[src/hw/rtl/cwpd_pkg.sv]
`default_nettype none
// ----------------------------------------------------------------------------
// cwpd_pkg
// Types, constants and the CRC-8 byte update shared by the word pair deframer.
// ----------------------------------------------------------------------------
package cwpd_pkg;

	localparam int unsigned MAX_VALUES = 10;

	localparam logic [7:0] CRC_INIT = 8'hFF;
	localparam logic [7:0] CRC_POLY = 8'h31;

	// Byte position within one 32-bit value: two triplets of data, data, crc.
	localparam logic [2:0] PH_DATA0_A = 3'd0;
	localparam logic [2:0] PH_DATA1_A = 3'd1;
	localparam logic [2:0] PH_CRC_A   = 3'd2;
	localparam logic [2:0] PH_DATA0_B = 3'd3;
	localparam logic [2:0] PH_DATA1_B = 3'd4;
	localparam logic [2:0] PH_CRC_B   = 3'd5;

	// Register indexes of the configuration port.
	localparam logic REG_VALUE_COUNT = 1'b0;

	localparam logic [3:0] VALUE_COUNT_RESET = 4'd10;
	localparam logic [3:0] VALUE_COUNT_MAX   = 4'(MAX_VALUES);

	typedef struct packed {
		logic [7:0] rx_byte;
		logic       frame_start;
	} in_t;

	typedef struct packed {
		logic [3:0]  value_index;
		logic [31:0] value;
		logic        words_ok;
		logic        frame_ok;
		logic        last;
	} out_t;

	// Feed one byte MSB first through the CRC-8.
	function automatic logic [7:0] crc8_byte(input logic [7:0] crc, input logic [7:0] b);
		logic [7:0] c;
		c = crc ^ b;
		for (int k = 0; k < 8; k++) begin
			if (c[7]) begin
				c = {c[6:0], 1'b0} ^ CRC_POLY;
			end else begin
				c = {c[6:0], 1'b0};
			end
		end
		return c;
	endfunction

endpackage
`default_nettype wire

[src/hw/rtl/crc_checked_word_pair_deframer.sv]
`default_nettype none
// ----------------------------------------------------------------------------
// crc_checked_word_pair_deframer
// Checks CRC-8 protected byte triplets and assembles 32-bit values per frame.
// ----------------------------------------------------------------------------
// Path: a byte that completes a value passes the input register, then the
//   result register, which presents its result.
// Throughput: one byte per cycle; the byte-wide CRC update and the framing
//   counters settle combinationally between the input and result registers.
//   A value byte holds in the input register while a result waits unread.
// Reset: arst_n clears the pipeline, sets value_count to 10 and leaves the
//   deframer idle until a byte marked as frame start arrives.
// ----------------------------------------------------------------------------
module crc_checked_word_pair_deframer
	import cwpd_pkg::*;
(
	input  wire logic        clk,
	input  wire logic        arst_n,

	input  wire logic        in_valid,
	output logic             in_ready,
	input  wire in_t         in_data,

	output logic             out_valid,
	input  wire logic        out_ready,
	output out_t             out_data,

	input  wire logic        psel,
	input  wire logic        penable,
	input  wire logic        pwrite,
	input  wire logic [2:0]  paddr,
	input  wire logic [31:0] pwdata,
	output logic [31:0]      prdata,
	output logic             pready
);

	// ------------------------------------------------------------------
	// Configuration register
	// ------------------------------------------------------------------
	logic [3:0] value_count_q;
	logic       reg_index;

	assign pready    = 1'b1;
	assign reg_index = paddr[2];

	always_ff @(posedge clk or negedge arst_n) begin
		if (!arst_n) begin
			value_count_q <= VALUE_COUNT_RESET;
		end else if (psel && penable && pwrite && reg_index == REG_VALUE_COUNT) begin
			value_count_q <= pwdata[3:0];
		end
	end

	always_comb begin
		case (reg_index)
			REG_VALUE_COUNT: prdata = {28'd0, value_count_q};
			default:         prdata = 32'd0;
		endcase
	end

	// ------------------------------------------------------------------
	// Input register
	// ------------------------------------------------------------------
	logic valid_s1;
	in_t  item_s1;
	logic advance_s1;
	logic emit;
	logic out_free;

	// The result slot is free when empty or being drained this cycle.
	assign out_free   = !out_valid || out_ready;
	// Advance the held byte unless it carries a result that cannot land yet.
	assign advance_s1 = valid_s1 && (!emit || out_free);
	assign in_ready   = !valid_s1 || advance_s1;

	always_ff @(posedge clk or negedge arst_n) begin
		if (!arst_n) begin
			valid_s1 <= 1'b0;
		end else if (in_ready) begin
			valid_s1 <= in_valid;
		end
	end

	always_ff @(posedge clk) begin
		if (in_ready && in_valid) begin
			item_s1 <= in_data;
		end
	end

	// ------------------------------------------------------------------
	// Framing state
	// ------------------------------------------------------------------
	logic [2:0]  phase_q;
	logic [3:0]  counter_q;
	logic [7:0]  crc_q;
	logic [31:0] shift_q;
	logic        value_good_q;
	logic        frame_good_q;
	logic        frame_done_q;

	// Frame start restarts every field before the byte itself is handled.
	logic [2:0]  phase_cur;
	logic [3:0]  counter_cur;
	logic [7:0]  crc_cur;
	logic [31:0] shift_cur;
	logic        value_good_cur;
	logic        frame_good_cur;
	logic        frame_done_cur;

	logic [2:0]  phase_nxt;
	logic [3:0]  counter_nxt;
	logic [7:0]  crc_nxt;
	logic [31:0] shift_nxt;
	logic        value_good_nxt;
	logic        frame_good_nxt;
	logic        frame_done_nxt;

	logic [7:0]  b;
	logic        crc_match;
	logic [3:0]  count_eff;
	logic [4:0]  counter_inc;
	logic        is_last;
	out_t        result;

	assign b = item_s1.rx_byte;

	always_comb begin
		if (item_s1.frame_start) begin
			phase_cur      = PH_DATA0_A;
			counter_cur    = 4'd0;
			crc_cur        = CRC_INIT;
			shift_cur      = 32'd0;
			value_good_cur = 1'b1;
			frame_good_cur = 1'b1;
			frame_done_cur = 1'b0;
		end else begin
			phase_cur      = phase_q;
			counter_cur    = counter_q;
			crc_cur        = crc_q;
			shift_cur      = shift_q;
			value_good_cur = value_good_q;
			frame_good_cur = frame_good_q;
			frame_done_cur = frame_done_q;
		end
	end

	// Clamp the configured count into 1 .. MAX_VALUES.
	always_comb begin
		if (value_count_q == 4'd0) begin
			count_eff = 4'd1;
		end else if (value_count_q > VALUE_COUNT_MAX) begin
			count_eff = VALUE_COUNT_MAX;
		end else begin
			count_eff = value_count_q;
		end
	end

	assign crc_match   = (crc_cur == b);
	assign counter_inc = {1'b0, counter_cur} + 5'd1;
	assign is_last     = counter_inc >= {1'b0, count_eff};

	always_comb begin
		phase_nxt      = phase_cur;
		counter_nxt    = counter_cur;
		crc_nxt        = crc_cur;
		shift_nxt      = shift_cur;
		value_good_nxt = value_good_cur;
		frame_good_nxt = frame_good_cur;
		frame_done_nxt = frame_done_cur;
		emit           = 1'b0;

		result.value_index = counter_cur;
		result.value       = shift_cur;
		result.words_ok    = value_good_cur && crc_match;
		result.frame_ok    = frame_good_cur && crc_match;
		result.last        = is_last;

		// Idle: drop the byte.
		if (valid_s1 && !frame_done_cur) begin
			case (phase_cur)
				PH_DATA0_A, PH_DATA0_B: begin
					crc_nxt   = crc8_byte(CRC_INIT, b);
					shift_nxt = {shift_cur[23:0], b};
					phase_nxt = phase_cur + 3'd1;
				end
				PH_DATA1_A, PH_DATA1_B: begin
					crc_nxt   = crc8_byte(crc_cur, b);
					shift_nxt = {shift_cur[23:0], b};
					phase_nxt = phase_cur + 3'd1;
				end
				PH_CRC_A: begin
					if (!crc_match) begin
						value_good_nxt = 1'b0;
						frame_good_nxt = 1'b0;
					end
					phase_nxt = PH_DATA0_B;
				end
				default: begin
					// Second CRC byte: the value is complete.
					emit           = 1'b1;
					if (!crc_match) begin
						frame_good_nxt = 1'b0;
					end
					counter_nxt    = counter_inc[3:0];
					phase_nxt      = PH_DATA0_A;
					crc_nxt        = CRC_INIT;
					shift_nxt      = 32'd0;
					value_good_nxt = 1'b1;
					if (is_last) begin
						frame_done_nxt = 1'b1;
					end
				end
			endcase
		end
	end

	always_ff @(posedge clk or negedge arst_n) begin
		if (!arst_n) begin
			phase_q      <= PH_DATA0_A;
			counter_q    <= 4'd0;
			crc_q        <= CRC_INIT;
			shift_q      <= 32'd0;
			value_good_q <= 1'b1;
			frame_good_q <= 1'b1;
			frame_done_q <= 1'b1;
		end else if (advance_s1) begin
			phase_q      <= phase_nxt;
			counter_q    <= counter_nxt;
			crc_q        <= crc_nxt;
			shift_q      <= shift_nxt;
			value_good_q <= value_good_nxt;
			frame_good_q <= frame_good_nxt;
			frame_done_q <= frame_done_nxt;
		end
	end

	// ------------------------------------------------------------------
	// Result register
	// ------------------------------------------------------------------
	logic out_valid_q;
	out_t out_data_q;

	always_ff @(posedge clk or negedge arst_n) begin
		if (!arst_n) begin
			out_valid_q <= 1'b0;
		end else if (advance_s1 && emit) begin
			out_valid_q <= 1'b1;
		end else if (out_ready) begin
			out_valid_q <= 1'b0;
		end
	end

	always_ff @(posedge clk) begin
		if (advance_s1 && emit) begin
			out_data_q <= result;
		end
	end

	assign out_valid = out_valid_q;
	assign out_data  = out_data_q;

endmodule
`default_nettype wire

[config.mk]
export PLATFORM = sky130hd
export DESIGN_NAME = crc_checked_word_pair_deframer
export DESIGN_NICKNAME = d
export VERILOG_FILES = /design/src/hw/rtl/cwpd_pkg.sv /design/src/hw/rtl/crc_checked_word_pair_deframer.sv
export SDC_FILE = /design/constraint.sdc
export NUM_CORES = 1
export LEC_CHECK = 0
export BUFFER_PORTS_ARGS = -buffer_cell sky130_fd_sc_hd__buf_4
export CAP_MARGIN = 25
export CORE_ASPECT_RATIO = 0.9
export CORE_MARGIN = 2
export CORE_UTILIZATION = 34
export DETAILED_ROUTE_END_ITERATION = 10
export HOLD_SLACK_MARGIN = 0.02
export SYNTH_ARGS = -nofsm -noshare
export SYNTH_HDL_FRONTEND = slang
export SYNTH_SLANG_ARGS = --single-unit
[constraint.sdc]
create_clock -name clk -period 4.86 [get_ports clk]
set_input_delay 0.243 -clock clk [delete_from_list [all_inputs] [get_ports clk]]
set_output_delay 0.243 -clock clk [all_outputs]
set_load 0.02 [all_outputs]
==> flow_summary.toml, run 1 <==
[status]
status = "completed"

[sta]
slew_headroom = 0.316
hold_viol = 0
final_max_slew_viol_count = 0
worst_slew_pin_slew_ns = 1.03
finalCritPeriodShare = 0.769
fmax_mhz = 268
finalSetupTns_ns = 0
setup_ws_ns = 1.12
rsz0062_at_grt = "false"
period_needed_ns = 3.74
setup-violations-final = 0
finalClockSkew_ns = 0.00460

[layout]
final_layout_size_suffix_gt1_frac = 0.213
area_growth_syn_to_layout_pct = 15.3
fill_cells = 1537
nets = 602
final_util = 0.397
diodes = 0
final_cells = 752

[worst_setup_path]
critPathKind = "reg2out"
critPathRequiredTime_ns = 4.62
end_kind = "output port"
worst-path-max-fanout = 30
crit_arrival_ns = 3.49
rr_worst_depth = 8
start_kind = "flop"

[logic_synthesis]
ys_types = 64
synth_ff_type = "edfxtp_1"
yosysWarnings = 0
synth_edf_count = 48
synth_area_per_cell_um2 = 11.3
async_flop_share = 0.538
syn-cell-area_mm2 = 0.00552
seq_area_frac_synth = 0.518
synth_cells = 490
ys_ff_latch = 104

[clock_tree]
cts_root_buffer = "clkbuf_16"
numCtsBuffers = 9
cts.sinks = 104
clkTransAtPathRegs_ns = 0.07
cts_tree = "yes"
clk_latency_ns = 0.35
post_cts_buffers = 0
hold_buffers = 1
cts.repair.resized = 0
cts_buffer_depth = 2
h-tree-depth = 3

[power]
comb_power_share = 0.309
vdd_drop_max_v = 0.000244
clockPowerShare = 0.248
power_density_mw_per_mm2 = 473
netSwitchingFraction = 0.345
seqPwrFrac = 0.443
p_int_mw = 1.97
power.total_mw = 3.01
p_sw_mw = 1.04
power.leakage_nw = 2.63

[route]
ant_nets = 0
wirelength_um = 11500
viasPerCell = 4.99
drc = 0
first_pass_iters = 4
wl_per_cell_um = 15.3
drtIter0Drc = 271
dr_total_vias = 3754

[flow_run]
maxCapViolCount = 0

[grt]
grt_usage = 0.136
first_global_vias = 3578
antenna_found_initial = 0
grt_max_degree = 61
grt_pass1_wl_um = 18800
gr-total-overflow = 0

[place]
port_buffers = 65
place_congestion = 0.857
post-dp-hpwl_um = 7860
dp_cells = 735
dp_worst_setup_slack_ns = 1.13

[floorplanning]
rows = 44
boundaryPins = 125
die-width_um = 138
core-area_mm2 = 0.0160
die-area_mm2 = 0.0173
initial_core_util = 0.345
die_h_um = 125

[hold_path]
hold_depth = 1
hp-class = "in2reg"
==> cell families after synthesis <==
family,after synthesis,synth area share
xor gates and xnor gates,30,0.0587
muxes,7,0.0138
and+or+nand+nor,142,0.141
buffers and inverters,68,0.0734
adders and majority gates,12,0.0267
DFF,104,0.518
AOI/OAI and AO/OA,125,0.167
other,2,0.00136
==> cells in the final DEF (no fill, tap or decap), types with 6 or more instances in the layout <==
cell type,n
xor2_1,7
nor2b_1,49
o21ai_0,19
dfrtp_1,43
inv_1,8
nand3_1,7
a22o_1,34
nand2b_1,7
edfxtp_1,48
o2111ai_1,8
xnor2_1,18
clkbuf_16,9
dfstp_2,13
buf_4,70
a21oi_1,19
nor2_1,26
conb_1,29
ha_1,11
nand2_1,22
nor3_1,6
==> worst paths after layout <==
kind | slack, ns | to | startpoint
max in group asynchronous | 3.84 | shift_q[19]$_DFFE_PN0P_ | arst_n
min | 0.06 | b[4]$_DFFE_PP_ | in_data[5]
max reg2reg | 1.16 | out_data[10]$_DFFE_PP_ | item_s1[0]$_DFFE_PP_
min reg2reg | 0.50 | shift_q[25]$_DFFE_PN0P_ | shift_q[25]$_DFFE_PN0P_
max | 1.12 | in_ready | item_s1[0]$_DFFE_PP_
min in group asynchronous | 0.49 | out_valid$_DFFE_PN0P_ | arst_n
==> worst max-delay path: stages, from the launching register on <==
cell and delay [ns]:
edfxtp_1 1.03, nand2b_1 0.29, inv_1 0.09, ha_1 0.36, or2_2 0.39, a2111oi_4 0.60
nand2_1 0.17, buf_4 0.21
==> flip-flops by register name, indices dropped and copies added, names as in the netlist <==
signal and flops:
shift_q 32, item_s1 1, crc_q 8, phase_q 3
frame_good_q 1, value_count_q 4, b 8, value_good_q 1
frame_done_q 1, valid_s1 1, out_data 39, out_valid 1
counter_q 4
==> Yosys cell counts, types with 2 or more instances <==
library cell   n  area (µm²)
nand4b_1       2        17.5
clkbuf_1      12        45.0
mux2_2         5        56.3
xor2_1         7        61.3
nand2b_1       7        43.8
a22o_1        34         298
a211o_1        2        17.5
a21boi_0       2        15.0
a31oi_1        4        25.0
and3_1         3        18.8
edfxtp_1      48        1440
conb_1         2        7.51
buf_2         15        75.1
o22ai_1        5        31.3
o41ai_1        3        26.3
nor2b_1       49         307
nor3_1         6        30.0
ha_1          11         138
o22a_1         2        17.5
mux2i_1        2        20.0
nor2_1        27         101
o2bb2ai_1      2        17.5
nand3_1        7        35.0
nand2_1       22        82.6
or2_2          2        12.5
xnor3_1        2        45.0
xnor2_1       18         158
or3_1          5        31.3
dfstp_2       13         342
o21a_1         3        22.5
o21ai_0       19        95.1
o2111ai_1      8        70.1
xnor2_2        2        32.5
a211oi_1       4        30.0
and4b_1        2        20.0
a21oi_1       19        95.1
o211ai_1       5        37.5
buf_4         30         225
dfrtp_1       43        1080
a21o_1         3        22.5
and2_1         3        18.8
inv_1          8        30.0
==> metal layers <==
layer,global-route usage,vias to the layer above,routed length (µm)
met2,0.200,129,5040
li1,-,1818,-
met3,0.0408,15,736
met1,0.194,1792,5600
met4,0.0420,0,154
met5,0,-,0
==> metrics by stage <==
| step | hold slack (ns) | instance area, µm² |
|---|---|---|
| final | 0.0649 | 6370 |
| after global routing | 0.0454 | 6370 |
| after CTS | 0.0503 | 6370 |
| after detailed placement | 0.388 | 6050 |
| after global placement | 0.366 | 6050 |
| after floorplan | -0.0526 | 5620 |
==> power groups by stage <==
| stage | clock network, mW | registers (mW) | logic [mW] |
|---|---|---|---|
| 5_1_grt | 0.802 | 1.36 | 1.03 |
| 4_1_cts | 0.764 | 1.33 | 0.933 |
| 3_3_place_gp | 0 | 1.34 | 0.903 |
| 2_1_floorplan | 0 | 1.29 | 0.736 |
| 6_report | 0.747 | 1.33 | 0.932 |
| 3_5_place_dp | 0 | 1.35 | 0.926 |
==> area by class of cell <==
cell class              count  area (µm²)  share of cell area
clock buffers              10         229              0.0360
clock inverters             6        73.8              0.0116
inverters                   9        33.8             0.00531
multi-input cells         345        2380               0.373
flip-flops and latches    104        2860               0.449
well taps                 207         259              0.0407
repair buffers             71         536              0.0841
No activity file was read; power rests on OpenSTA's default activity.
==> inputs of run 2 (changes only) <==
--- a/config.mk
+++ b/config.mk
@@ -5,6 +5,7 @@
 export SDC_FILE = /design/constraint.sdc
 export NUM_CORES = 1
 export LEC_CHECK = 0
+export ABC_AREA = 1
 export BUFFER_PORTS_ARGS = -buffer_cell sky130_fd_sc_hd__buf_4
 export CAP_MARGIN = 25
 export CORE_ASPECT_RATIO = 0.9
==> constraint.sdc (replaced) <==
create_clock -name clk -period 3.15 [get_ports clk]
set_input_delay 0.1575 -clock clk [delete_from_list [all_inputs] [get_ports clk]]
set_output_delay 0.1575 -clock clk [all_outputs]
set_load 0.02 [all_outputs]
==> run 2 against run 1 <==
Compared with the run above:
- first-iteration DRC count is 27% higher
- critical path depth up 7
- sequential share of layout area is 2.7 points lower
- sequential power increased by 35%
- critical path type is now reg2reg
- register-to-register slack worse by 0.80 ns
- synthesized cell count up 37%
- combinational power rose by 42%
- design area increased by 6.3%
==> flow_summary.toml, run 2 <==
[floorplanning]
initial_core_util = 0.345
die-area_mm2 = 0.0180
die-width_um = 141
core-area_mm2 = 0.0167
boundaryPins = 125
die_h_um = 128
rows = 45

[sta]
setup_ws_ns = 0.363
setup-violations-final = 0
slew_headroom = 0.493
finalCritPeriodShare = 0.885
period_needed_ns = 2.79
hold_viol = 0
rsz0062_at_grt = "false"
holdWs_ns = 0.0404
worst_slew_pin_slew_ns = 0.761
finalSetupTns_ns = 0
fmax_mhz = 359
finalClockSkew_ns = 0.00959
final_max_slew_viol_count = 0

[logic_synthesis]
yosysMostFrequentCell = "nand2_1"
ys_types = 45
synthTopCellsByCount = "nand2_1, inv_1, nor2_1, edfxtp_1, dfrtp_1"
syn-cell-area_mm2 = 0.00577
synth_area_per_cell_um2 = 8.60
synth_edf_count = 48
synth_cells = 671
synth_ff_type = "edfxtp_1"
seq_area_frac_synth = 0.495
synth_largest_area_cell = "edfxtp_1"
async_flop_share = 0.538
ys_ff_latch = 104
yosysTopAreaCellShare = 0.250
yosysWarnings = 0
synth_area_leaders = "edfxtp_1, dfrtp_1, nand2_1"

[route]
drtIter0Drc = 343
dr_total_vias = 4337
viasPerCell = 4.52
drc = 0
wirelength_um = 12300
first_pass_iters = 4
ant_nets = 0
wl_per_cell_um = 12.8

[layout]
final_common_cell = "nand2_1"
area_growth_syn_to_layout_pct = 17.3
final_layout_size_suffix_gt1_frac = 0.171
final_cells = 959
layout_common_cells = "nand2_1, inv_1, nor2_1, buf_4, edfxtp_1"
nets = 805
final_util = 0.405
largest_reg_flops = 39
diodes = 0

[worst_setup_path]
worst-path-max-fanout = 46
start_kind = "flop"
crit_arrival_ns = 3.02
end_kind = "flop"
critPathRequiredTime_ns = 3.38
critPathKind = "reg2reg"

[grt]
antenna_found_initial = 0
grt_max_degree = 57
grt_usage = 0.144
gr-total-overflow = 0
first_global_vias = 3959
grt_pass1_wl_um = 20300

[power]
power_density_mw_per_mm2 = 630
vdd_drop_max_v = 0.000314
power.leakage_nw = 3.04

[clock_tree]
cts_root_buffer = "clkbuf_16"
cts_buffer_depth = 2
cts.sinks = 104
h-tree-depth = 3
cts_tree = "yes"
post_cts_buffers = 0
clk_latency_ns = 0.36
clkTransAtPathRegs_ns = 0.07
numCtsBuffers = 9

[place]
port_buffers = 65
dp_worst_setup_slack_ns = 0.363
dp_cells = 931
place_congestion = 0.870
post-dp-hpwl_um = 8630

[hold_path]
hp-class = "in2reg"

[status]
status = "completed"

[flow_run]
maxCapViolCount = 0
run 2: cell count changes in the layout (fill, tap and decap cells not counted), moves of 17 or more:
| cell | delta |
|---|---|
| inv_1 | +91 |
| a22o_1 | -34 |
| o22ai_1 | +21 |
| o21ai_1 | +33 |
| nor2_1 | +45 |
| nand2_1 | +120 |
| nor2b_1 | -49 |
| nand3_1 | +17 |
run 2: logic make-up (layout without fill, tap and decap cells):
logic type / after synthesis / in the layout / synth area share
buffers and inverters: 156 / 206 / 0.135
adders and majority gates: 11 / 11 / 0.0238
xor gates and xnor gates: 21 / 21 / 0.0332
and+or+nand+nor: 258 / 258 / 0.193
DFF: 104 / 104 / 0.495
AOI/OAI and AO/OA: 119 / 119 / 0.118
other: 2 / 29 / 0.00130
run 2: metal layers:
layer  part of all wire  vias to the layer above  track usage  routed length [µm]
li1                   -                     2240            -                   -
met1               0.50                     1970        0.206                6130
met2               0.44                      109        0.216                5360
met3              0.046                       18       0.0330                 563
met4              0.019                        0       0.0524                 233
met5                  0                        -            0                   0
run 2: repair_timing:
action	in CTS	in global routing
gates resized for setup	0	0
hold buffers	12	0
endpoints found under the hold margin	54	0
run 2: worst paths after layout:
path                                      startpoint                            to  slack (ns)  cells after the start
worst max-delay path            item_s1[0]$_DFFE_PP_        shift_q[3]$_DFFE_PN0P_        0.36                     14
worst max register to register  item_s1[0]$_DFFE_PP_        shift_q[3]$_DFFE_PN0P_        0.36                     14
min in group asynchronous                     arst_n  value_count_q[0]$_DFFE_PN0P_        0.42                      2
worst min register to register  crc_q[0]$_DFFE_PN1P_          crc_q[0]$_DFFE_PN1P_        0.49                      2
worst min-delay path                       pwdata[1]  value_count_q[1]$_DFFE_PN1P_        0.04                      3
max in group asynchronous                     arst_n        shift_q[7]$_DFFE_PN0P_        2.22                      2
run 2: stage by stage:
step           area, µm²  total power, mW
2_1_floorplan       5880             2.80
3_3_place_gp        6350             3.12
4_1_cts             6770             4.31
5_1_grt             6770             4.56
6_report            6770             4.26
3_5_place_dp        6350             3.14
run 2: area by class of cell:
class / instances / area [µm²]
Multi-Input combinational cell: 438 / 2240
Clock buffer: 11 / 243
Tap cell: 211 / 264
Clock inverter: 5 / 61.3
Inverter: 105 / 409
Timing Repair Buffer: 85 / 693
Sequential cell: 104 / 2860
Fill cell: 1654 / 9950
run 2: worst max-delay path: stages, from the launching register on:
cell,delay (ns)
edfxtp_1,0.49
nor2_1,0.32
inv_1,0.14
ha_1,0.27
inv_1,0.11
o21ai_4,0.10
inv_4,0.08
nand3_4,0.07
nor2_4,0.21
nand2_4,0.09
nand2_2,0.08
inv_2,0.21
buf_12,0.27
nand2_1,0.07
o21ai_0,0.10
run 2: power by group:
| part | total (mW) | switching (mW) | internal (mW) |
|---|---|---|---|
| clock | 1.14 | 0.498 | 0.645 |
| combinational | 1.32 | 0.867 | 0.454 |
| sequential | 1.80 | 0.107 | 1.69 |
| total | 4.26 | 1.47 | 2.79 |
==> inputs of run 3 (changes only) <==
--- a/config.mk
+++ b/config.mk
@@ -7,8 +7,6 @@
 export LEC_CHECK = 0
 export ABC_AREA = 1
 export BUFFER_PORTS_ARGS = -buffer_cell sky130_fd_sc_hd__buf_4
-export CAP_MARGIN = 25
-export CORE_ASPECT_RATIO = 0.9
 export CORE_MARGIN = 2
 export CORE_UTILIZATION = 34
 export DETAILED_ROUTE_END_ITERATION = 10
==> run 3 against run 2 <==
Compared with the run above:
- critical path type unchanged
- combinational power about the same
- utilization rose by 0.26 points
- clock power is 4% lower
- hold slack gained 0.0050 ns
- largest power group unchanged
- sequential cell count stayed put
- cell count is 0.94% higher
- first-iteration DRC count up 5.0%
==> flow_summary.toml, run 3 (synthesis gave the netlist of run 2 again) <==
[floorplanning]
boundaryPins = 125
die_h_um = 134
core-area_mm2 = 0.0166
die-area_mm2 = 0.0180
die-width_um = 134
rows = 47
initial_core_util = 0.348

[clock_tree]
cts_buffer_depth = 2
numCtsBuffers = 9
clkTransAtPathRegs_ns = 0.07
cts.sinks = 104
cts_tree = "yes"
clk_latency_ns = 0.36
h-tree-depth = 3
post_cts_buffers = 0
cts_root_buffer = "clkbuf_16"

[layout]
largest_reg_flops = 39
area_growth_syn_to_layout_pct = 17.1
layout_common_cells = "nand2_1, inv_1, nor2_1, buf_4, edfxtp_1"
diodes = 0
multi_input_area_mm2 = 0.00224
nets = 805
final_common_cell = "nand2_1"
regArea_mm2 = 0.00286
fill_cells = 1700
final_cells = 968
final_layout_size_suffix_gt1_frac = 0.171
final_util = 0.407

[grt]
first_global_vias = 4045
grt_pass1_wl_um = 20300
grt_usage = 0.143
gr-total-overflow = 0
antenna_found_initial = 0
grt_max_degree = 78

[route]
ant_nets = 0
wl_met2_um = 5630
wirelength_um = 12400
drc = 0
dr.max_layer_used = "met4"
routed-wl-met3_um = 766
wl_per_cell_um = 12.8
viasPerCell = 4.57
first_pass_iters = 5
drtIter0Drc = 360
wl_met1_um = 5840
dr_total_vias = 4427

[worst_setup_path]
end_kind = "flop"
cpPeakStageDelay_ns = 0.47
timing.critical_path.from = "item_s1[0]$_DFFE_PP_"
r2r_slack_ns = 0.47
crit_chain = "nor2_1, inv_1, ha_1, inv_1, o21ai_4, inv_4, nand3_4, nor2_4, nand2_4, nand2_2, inv_2, buf_12, o211ai_1, o21ai_0"
start_kind = "flop"
path_common_cell = "inv_1"
worst-path-max-fanout = 77
crit_arrival_ns = 2.90
critPathRequiredTime_ns = 3.37
critPathSlowestCell = "edfxtp_1"
worstReg2RegStart = "item_s1[0]$_DFFE_PP_"
critPathKind = "reg2reg"

[place]
port_buffers = 65
post-dp-hpwl_um = 8590
dp_worst_setup_slack_ns = 0.428
place_congestion = 0.923
dp_cells = 940

[flow_run]
maxCapViolCount = 0

[power]
vdd_drop_max_v = 0.000327
power.leakage_nw = 3.03
power_density_mw_per_mm2 = 622

[status]
status = "completed"

[sta]
slew_headroom = 0.491
worst_slew_pin_slew_ns = 0.764
finalSetupTns_ns = 0
period_needed_ns = 2.68
finalClockSkew_ns = 0.00937
final_max_slew_viol_count = 0
setup-violations-final = 0
rsz0062_at_grt = "false"
hold_viol = 0
finalCritPeriodShare = 0.851
setup_ws_ns = 0.470
fmax_mhz = 373

[hold_path]
hp-class = "in2reg"
worstHoldStart = "pwdata[1]"
-- run 3: layer usage --
layer | up-vias | GRT usage
met1 | 2031 | 0.202
met3 | 12 | 0.0280
met2 | 144 | 0.226
met4 | 0 | 0.0351
met5 | - | 0
li1 | 2240 | -
-- run 3: timing repair --
item / in CTS / in global routing
hold buffers: 12 / 0
resized for setup: 0 / 0
hold endpoints to repair: 54 / 0
-- run 3: final timing paths --
kind                            cells past startpoint                            to
worst min register to register                      2          crc_q[7]$_DFFE_PN1P_
worst max-delay path                               14        phase_q[1]$_DFFE_PN0P_
worst max register to register                     14        phase_q[1]$_DFFE_PN0P_
max in group asynchronous                           2  value_count_q[0]$_DFFE_PN0P_
worst min-delay path                                3  value_count_q[1]$_DFFE_PN1P_
min in group asynchronous                           2       shift_q[18]$_DFFE_PN0P_
-- run 3: layout make-up --
class | instances | share of cell area
clock buffer | 10 | 0.0339
sequential | 104 | 0.423
timing repair buffer | 85 | 0.103
multi-input combinational | 438 | 0.332
inverter | 105 | 0.0606
tap | 220 | 0.0407
clock inverter | 6 | 0.00741
-- run 3: critical path: cells and delay by family, from the launching register on --
| family | cells | cell delay (ns) |
|---|---|---|
| buf+inv | 5 | 0.61 |
| compound gates | 3 | 0.33 |
| flops | 1 | 0.47 |
| simple gates | 5 | 0.87 |
| fa+ha+maj | 1 | 0.26 |
-- run 3: where the power goes --
part,leakage (nW),switching (mW),internal (mW)
Combinational,1.73,0.871,0.453
Clock,0.135,0.538,0.549
Sequential,1.16,0.103,1.69
-- run 3: per-stage QoR --
stage	power [mW]	hold WS, ns	instance area, µm²
after global routing	4.48	0.0639	6760
final	4.20	0.0454	6760
after global placement	3.12	0.274	6360
after floorplan	2.80	-0.138	5880
after detailed placement	3.14	0.286	6360
after CTS	4.25	0.0322	6760
